===== src/design/mfu_pkg.sv =====
// Shared constants, stage record and helpers for the Mandelbox fold unit.
// No dependencies; every other design file imports this package.
package mfu_pkg;

    localparam int FRAC_BITS = 16;
    // sphere factor: 32 integer bits and FRAC_BITS fraction bits
    localparam int QW        = 32 + FRAC_BITS;
    // width of a squared 31-bit radius
    localparam int SQW       = 62;
    localparam logic [15:0] NINE_TENTHS = 16'd58982;

    // pipeline stage numbers
    localparam int ST_SQ   = 1;
    localparam int ST_CMP  = 2;
    localparam int ST_DIV0 = 3;
    localparam int ST_MUL  = ST_DIV0 + QW;
    localparam int ST_SUM  = ST_MUL + 1;
    localparam int ST_OUT  = ST_SUM + 1;
    localparam int NSTG    = ST_OUT + 1;

    localparam int IN_TDATA_W  = 192;
    localparam int OUT_TDATA_W = 160;
    localparam int CFG_IDX_W   = 2;

    typedef enum logic [CFG_IDX_W-1:0] {
        REG_BOX_LIMIT    = 2'd0,
        REG_BOX_VALUE    = 2'd1,
        REG_SPHERE_OUTER = 2'd2,
        REG_SPHERE_INNER = 2'd3
    } t_reg_idx;

    typedef enum logic {
        CMD_BOX    = 1'b0,
        CMD_SPHERE = 1'b1
    } t_cmd;

    // one item as it moves down the pipeline
    typedef struct packed {
        t_cmd                         cmd;
        logic                         folded;
        logic [1:0]                   ncol;
        logic [2:0][31:0]             p;
        logic [30:0]                  de;
        logic [30:0]                  color;
        logic [30:0]                  radius;
        logic [SQW-1:0]               r2;
        logic [SQW-1:0]               o2;
        logic [SQW-1:0]               n2;
        logic [SQW-1:0]               num;
        logic [SQW-1:0]               den;
        logic [SQW-1:0]               rem;
        logic [QW-1:0]                q;
        logic                         ovf;
        logic [3:0]                   neg;
        logic [3:0][63:0]             ph;
        logic [3:0][31+FRAC_BITS:0]   pl;
    } t_stg;

    // colour times 0.9, truncated
    function automatic logic [30:0] scale_color(input logic [30:0] c);
        logic [46:0] prod;
        prod = {16'b0, c} * {31'b0, NINE_TENTHS};
        return prod[46:16];
    endfunction

    // clamp a 34-bit signed value into 32 bits
    function automatic logic [31:0] sat32(input logic signed [33:0] v);
        logic [31:0] res;
        if (v > 34'sd2147483647) begin
            res = 32'h7FFF_FFFF;
        end else if (v < -34'sd2147483648) begin
            res = 32'h8000_0000;
        end else begin
            res = v[31:0];
        end
        return res;
    endfunction

endpackage


===== src/design/mfu_div_step.sv =====
// One restoring division step: shift in a dividend bit, trial subtract.
// Depends on mfu_pkg for the remainder width.
module mfu_div_step (
    input  logic [mfu_pkg::SQW-1:0] i_rem,
    input  logic [mfu_pkg::SQW-1:0] i_den,
    input  logic                    i_dbit,
    output logic [mfu_pkg::SQW-1:0] o_rem,
    output logic                    o_qbit
);
    import mfu_pkg::*;

    logic [SQW:0] w_sh;
    logic [SQW:0] w_diff;

    // shift and subtract; keep the remainder when the divisor does not fit
    assign w_sh   = {i_rem, i_dbit};
    assign w_diff = w_sh - {1'b0, i_den};
    assign o_qbit = (w_sh >= {1'b0, i_den});
    assign o_rem  = o_qbit ? w_diff[SQW-1:0] : w_sh[SQW-1:0];

endmodule


===== config.mk =====
export PLATFORM = sky130hd
export DESIGN_NAME = mfu_div_step
export DESIGN_NICKNAME = d
export VERILOG_FILES = /design/src/design/mfu_pkg.sv /design/src/design/mfu_div_step.sv
export SDC_FILE = /design/constraint.sdc
export NUM_CORES = 1
export LEC_CHECK = 0
export BUFFER_PORTS_ARGS = -buffer_cell sky130_fd_sc_hd__buf_4
export CAP_MARGIN = 20
export CORE_MARGIN = 4
export CORE_UTILIZATION = 56
export DETAILED_ROUTE_END_ITERATION = 12
export GPL_ROUTABILITY_DRIVEN = 0
export PLACE_DENSITY = 0.95
export SETUP_SLACK_MARGIN = 0.1
export SKIP_LAST_GASP = 1
export SLEW_MARGIN = 15
export SYNTH_ARGS = -nofsm -noshare
export SYNTH_HDL_FRONTEND = slang
export SYNTH_SLANG_ARGS = --single-unit

===== constraint.sdc =====
create_clock -name vclk -period 7.7
set_input_delay 0.77 -clock vclk [all_inputs]
set_output_delay 0.77 -clock vclk [all_outputs]
set_load 0.005 [all_outputs]

==> run metrics, run 1 <==
most frequent cells in the layout=190 x buf_4, 81 x inv_1, 74 x a21oi_1; fin crit share=69.46%; die span in y=102.7 um; Area Overhead vs Synth=26.65%; Die Width=between 100 and 150 um; gr ovfl total=0; relative slew slack=48.04%; Routed Antenna Nets=0; vias in the first global route=just under 6000; syn_area_per_cell=6.666 um2; fin nets=1096; clock buffers=0; PD cells=95.57 nW/um2; Syn Inst Count=about 750; final-report max-slew violation count=0; Fin Hold WS=1.831 ns; syn_nets=942; largest net degree at the start of global routing=33; Core Rows=34; fmax=187.0 MHz; MaxCap Viol Count=0; Synth area leader=ha_1; Worst setup SP type=primary input; sequential area share after synthesis=0%; unrepaired setup endpoints after global routing=no; unique cell type count in the Yosys netlist=80; status=complete, no violations; Final Hold Violating Endpoints=0; Layout fillers=roughly 740; First-pass DRT Iterations=7; maximum fanout along the worst path=32; Final Setup Violations=0; IO Count=~190; final instance area=~6400 um2; Multi-input gate area=4457 um2; Tightest Hold Check Type=primary input to output pin; drt via density=6.267; DPL Wire Length=13.87 mm; Critical Path RT=6.93 ns; Max IR drop VDD=0.05414 mV; FF+latch count=0; Total GRT Usage=29.63%; worst hold stages=3; setup_tns=0 ns; critical path class=primary input to output pin; register area=0 um2; pre-CTS setup slack=2.261 ns; Routed Wire Length=approximately 17 mm; Synth Cell Area=approximately 5000 um2; post-cts resize count=0; crit path DAT=4.58 ns; DP Area=about 6300 um2; Yosys warnings=0; setup bufs post-CTS=0; drt initial violations=443; most common cell after layout, fill and taps aside=buf_4; core area=8721 um2; Remaining DRCs=0; post-layout min period=approximately 5.3 ns; initial antenna violation count=0; share of cells above drive strength 1=24.64%; die footprint=~11000 um2; Antenna Cells=0; Final Util=72.90%; Area contributors post-synth=ha_1 16%, a21oi_1 7.4%, xnor2_1 6.5%; first-pass GRT wire length=26.25 mm; Critical Path End Type=output pin; worst setup margin=2.352 ns; hold buffers post-CTS=0; Initial Utilization=57.56%; Vias=6348; Least-Margin Pin Slew=0.7783 ns; PortBufs=188; share of the synthesized area in the top cell type=15.70%; WL per Instance=16.53 um; P_leak=~3 nW
==> area by class of cell <==
cell class                 count  area share, %
timing repair buffer         191          22.87
inverter                      83          4.901
multi-input combinational    631          70.10
tap                          108          2.126
==> cells in the mapped netlist, types with 4 or more instances <==
library cell and count:
mux2_1 25, o211ai_1 9, nor2_1 48, nor3_1 18, o21ai_1 8, a31oi_1 9
o31ai_1 12, a21o_1 13, o41ai_1 5, o21bai_1 17, xnor2_1 37, nand2b_1 5
a21oi_1 74, a211oi_1 6, nand2_1 54, a211o_1 5, nor2b_1 5, inv_1 81
and2_1 6, o21ai_0 53, a221o_1 4, buf_6 8, mux2_2 6, clkbuf_1 22
or3_1 5, nand4_1 21, and3_1 6, xor2_1 10, ha_1 63, o21a_1 7
nor4_1 5, nand3_1 40
==> critical path, stage by stage <==
cell and delay [ns]:
buf_4 0.11, ha_1 0.40, o211ai_1 0.10, a21oi_1 0.22, o21ai_1 0.20, o211ai_1 0.33
and4_1 0.29, o21ai_1 0.09, a211o_1 0.47, buf_16 0.26, and2_1 0.18, inv_2 0.57
mux2_2 0.42, buf_4 0.13
==> cell families (layout without fill, tap and decap cells) <==
family | count (synthesis) | count (layout) | synth area share (%)
AOI/OAI and AO/OA | 250 | 250 | 32.73
and+or+nand+nor | 238 | 238 | 24.35
buffers and inverters | 122 | 274 | 11.47
adders and majority gates | 64 | 64 | 16.10
xor gates and xnor gates | 47 | 47 | 8.200
muxes | 32 | 32 | 7.153
==> worst paths after layout <==
path                      start         to  slack, ns
worst max-delay path   i_rem[1]  o_rem[36]       2.35
worst min-delay path  i_rem[14]  o_rem[15]       1.83
==> per-layer routing <==
layer  GRT usage (%)  vias up  wire, um
li1                -     3058         -
met1           40.43     2847      6735
met2           50.30      399      7653
met3           2.774       44      1864
met4           6.862        0       486
met5               0        -         0
==> where the power goes <==
group	total (W)	internal [W]	switching, W
Combinational	0.000608	0.000298	0.000309
Clock	0	0	0
Sequential	0	0	0
Total	0.000608	0.000298	0.000309
==> metrics by stage <==
step	total power, W	std cells
after global placement	0.0005836	1012
after floorplan	0.0003711	753
after global routing	0.0006629	1013
final	0.0006075	1013
after detailed placement	0.0005960	1012
after CTS	0.0005992	1012
(Power assumes the default switching activity.)
==> run 2: changes to the inputs <==
CORE_UTILIZATION = 48   (was 56)
PLACE_DENSITY = 0.87   (was 0.95)
clock period = 4.5 ns   (was 7.7 ns; I/O delays follow)
==> run 2 against run 1 <==
Against the previous run:
- first-iteration DRC count increased by 20%
- sequential cell count unchanged
- sequential share of layout area unchanged
- hold slack got worse by 0.64 ns
- combinational power increased by 73%
- total power increased by 73%
- via count decreased by 2.1%
- final cell count increased by 3.6%
- critical endpoint is now o_rem[60]
- largest power group unchanged
==> run metrics, run 2 (synthesized netlist as in run 1, its figures left out) <==
Least-Margin Pin Slew=0.5242 ns (-0.2541 ns); met2 GRT Util=42.63% (-7.7 points); share of cells above drive strength 1=25.41% (+0.77 points); Crit path buffers/inverters=5 (+1); Final Setup Violations=0 (unchanged); Vias=6217 (-2.1%); die footprint=12160 um2 (+15%); final-report max-slew violation count=0 (unchanged); vias in the first global route=5739 (-0.85%); Initial Utilization=48.84% (-8.7 points); critical path class=primary input to output pin; maximum fanout along the worst path=5 (-84%); critical path's slowest cell=a2111o_1; PD cells=162.6 nW/um2 (+70%); most frequent cells in the layout=199 x buf_4, 81 x inv_1, 74 x a21oi_1; post-layout min period=4.251 ns; Most common cell on crit path=buf_4; most common cell after layout, fill and taps aside=buf_4; worst setup margin=0.2492 ns (-2.102 ns); fin nets=1104 (+0.73%); fin crit share=94.46%; PortBufs=188 (unchanged); Final Hold Violating Endpoints=0 (unchanged); first-pass GRT wire length=25.89 mm (-1.4%); die span in y=110.3 um (+7.4%); fmax=between 200 and 250 MHz; DPL Wire Length=13.77 mm (-0.70%); register area=0 um2 (unchanged); GRT Max-Usage Layer=met2; max incr delay on CP=0.46 ns (-0.11 ns); Area Overhead vs Synth=28.44%; IO Count=188 (unchanged); FF+latch count=0 (unchanged); largest net degree at the start of global routing=31 (-6.1%); Routed Wire Length=16.64 mm (-0.60%); Total GRT Usage=25.47% (-4.2 points); initial antenna violation count=0 (unchanged); Die Width=110.3 um (+7.4%); gr ovfl total=0 (unchanged); MaxCap Viol Count=0 (unchanged); pre-CTS setup slack=0.1596 ns (-2.102 ns); worst hold stages=3 (unchanged); drt initial violations=533 (+20%); Tightest Hold Check Type=primary input to output pin; drt via density=5.927 (-5.4%); Max IR drop VDD=0.09229 mV (+70%); hold buffers post-CTS=0 (unchanged); Antenna Cells=0 (unchanged); Worst setup SP type=primary input; grt met1 use=34.20% (-6.2 points); P_leak=3.080 nW (+0.93%); Crit path max-delay family=compound AO/OA/AOI/OAI gates; First-pass DRT Iterations=5 (-2); WL per Instance=15.86 um (-4.0%); crit-path cells=buf_4 -> inv_1 -> ha_1 -> inv_1 -> fa_2 -> a211oi_2 -> nor2_1 -> o31a_1 -> or2_1 -> a221o_1 -> a2111o_1 -> buf_4 -> nand4b_1 -> a21boi_1 -> o31ai_1 -> buf_4; final instance area=6447 um2 (+1.4%); core area=10280 um2 (+18%); Critical Path RT=4.05 ns (-2.88 ns); Final Util=62.73% (-10 points); DP Area=6417 um2 (+1.4%); crit path DAT=3.80 ns (-0.78 ns); Worst Hold Path EP=o_rem[11]; Critical Path End Type=output pin; Routed Antenna Nets=0 (unchanged); hold path start=i_rem[10]; relative slew slack=64.84% (+17 points); status=complete, no violations; clock buffers=0 (unchanged); setup_tns=0 ns (unchanged); Remaining DRCs=0 (unchanged); Core Rows=37 (+8.8%); unrepaired setup endpoints after global routing=no; met3 Track Usage GR=3.553% (+0.78 points)
## run 2: changes by cell type in the layout (fill, tap and decap cells not counted)
cell	before	now
fa_1	1	0
fa_2	0	1
buf_4	190	199
a2111oi_2	1	0
a2111oi_4	2	3
buf_16	1	0
## run 2: metal layers
layer  routed length, um  vias up
met5                   0        -
met4                 425        0
met3                1643       35
met2                7517      297
met1                7053     2815
li1                    -     3070
## run 2: worst max-delay path by stage
stage	start	endpoint	slack [ns]	depth (start not counted)
4_1_cts	i_dbit	o_rem[56]	0.13	15
2_1_floorplan	i_dbit	o_rem[58]	0.64	14
5_1_grt	i_dbit	o_rem[60]	0.12	16
3_5_place_dp	i_dbit	o_rem[56]	0.16	15
3_3_place_gp	i_dbit	o_rem[56]	0.25	15
6_report	i_dbit	o_rem[60]	0.25	16
## run 2: repair_timing
item                       in CTS  in global routing
setup endpoints to repair       0                  3
buffers inserted                0                  2
resized for setup               0                  2
## run 2: tightest hold or removal path: stages
cell	delay (ns)
buf_4	0.08
mux2_1	0.11
buf_4	0.10
## run 2: power by group
part,switching [W],total (W),internal [W]
clock network,0,0,0
logic,0.000527,0.00105,0.000522
registers,0,0,0
## run 2: per-stage QoR
stage	total power (W)	hold slack, ns	instances
final	0.001049	1.190	1049
after CTS	0.001033	1.195	1047
after global placement	0.001015	1.193	1047
after detailed placement	0.001027	1.191	1047
after floorplan	0.0006350	1.013	753
after global routing	0.001148	1.210	1049
## run 2: area by class of cell
class,instances,area (um2)
multi-input combinational,631,4472
fill,960,3830
timing repair buffer,199,1494
inverter,83,311.5
tap,136,170.2
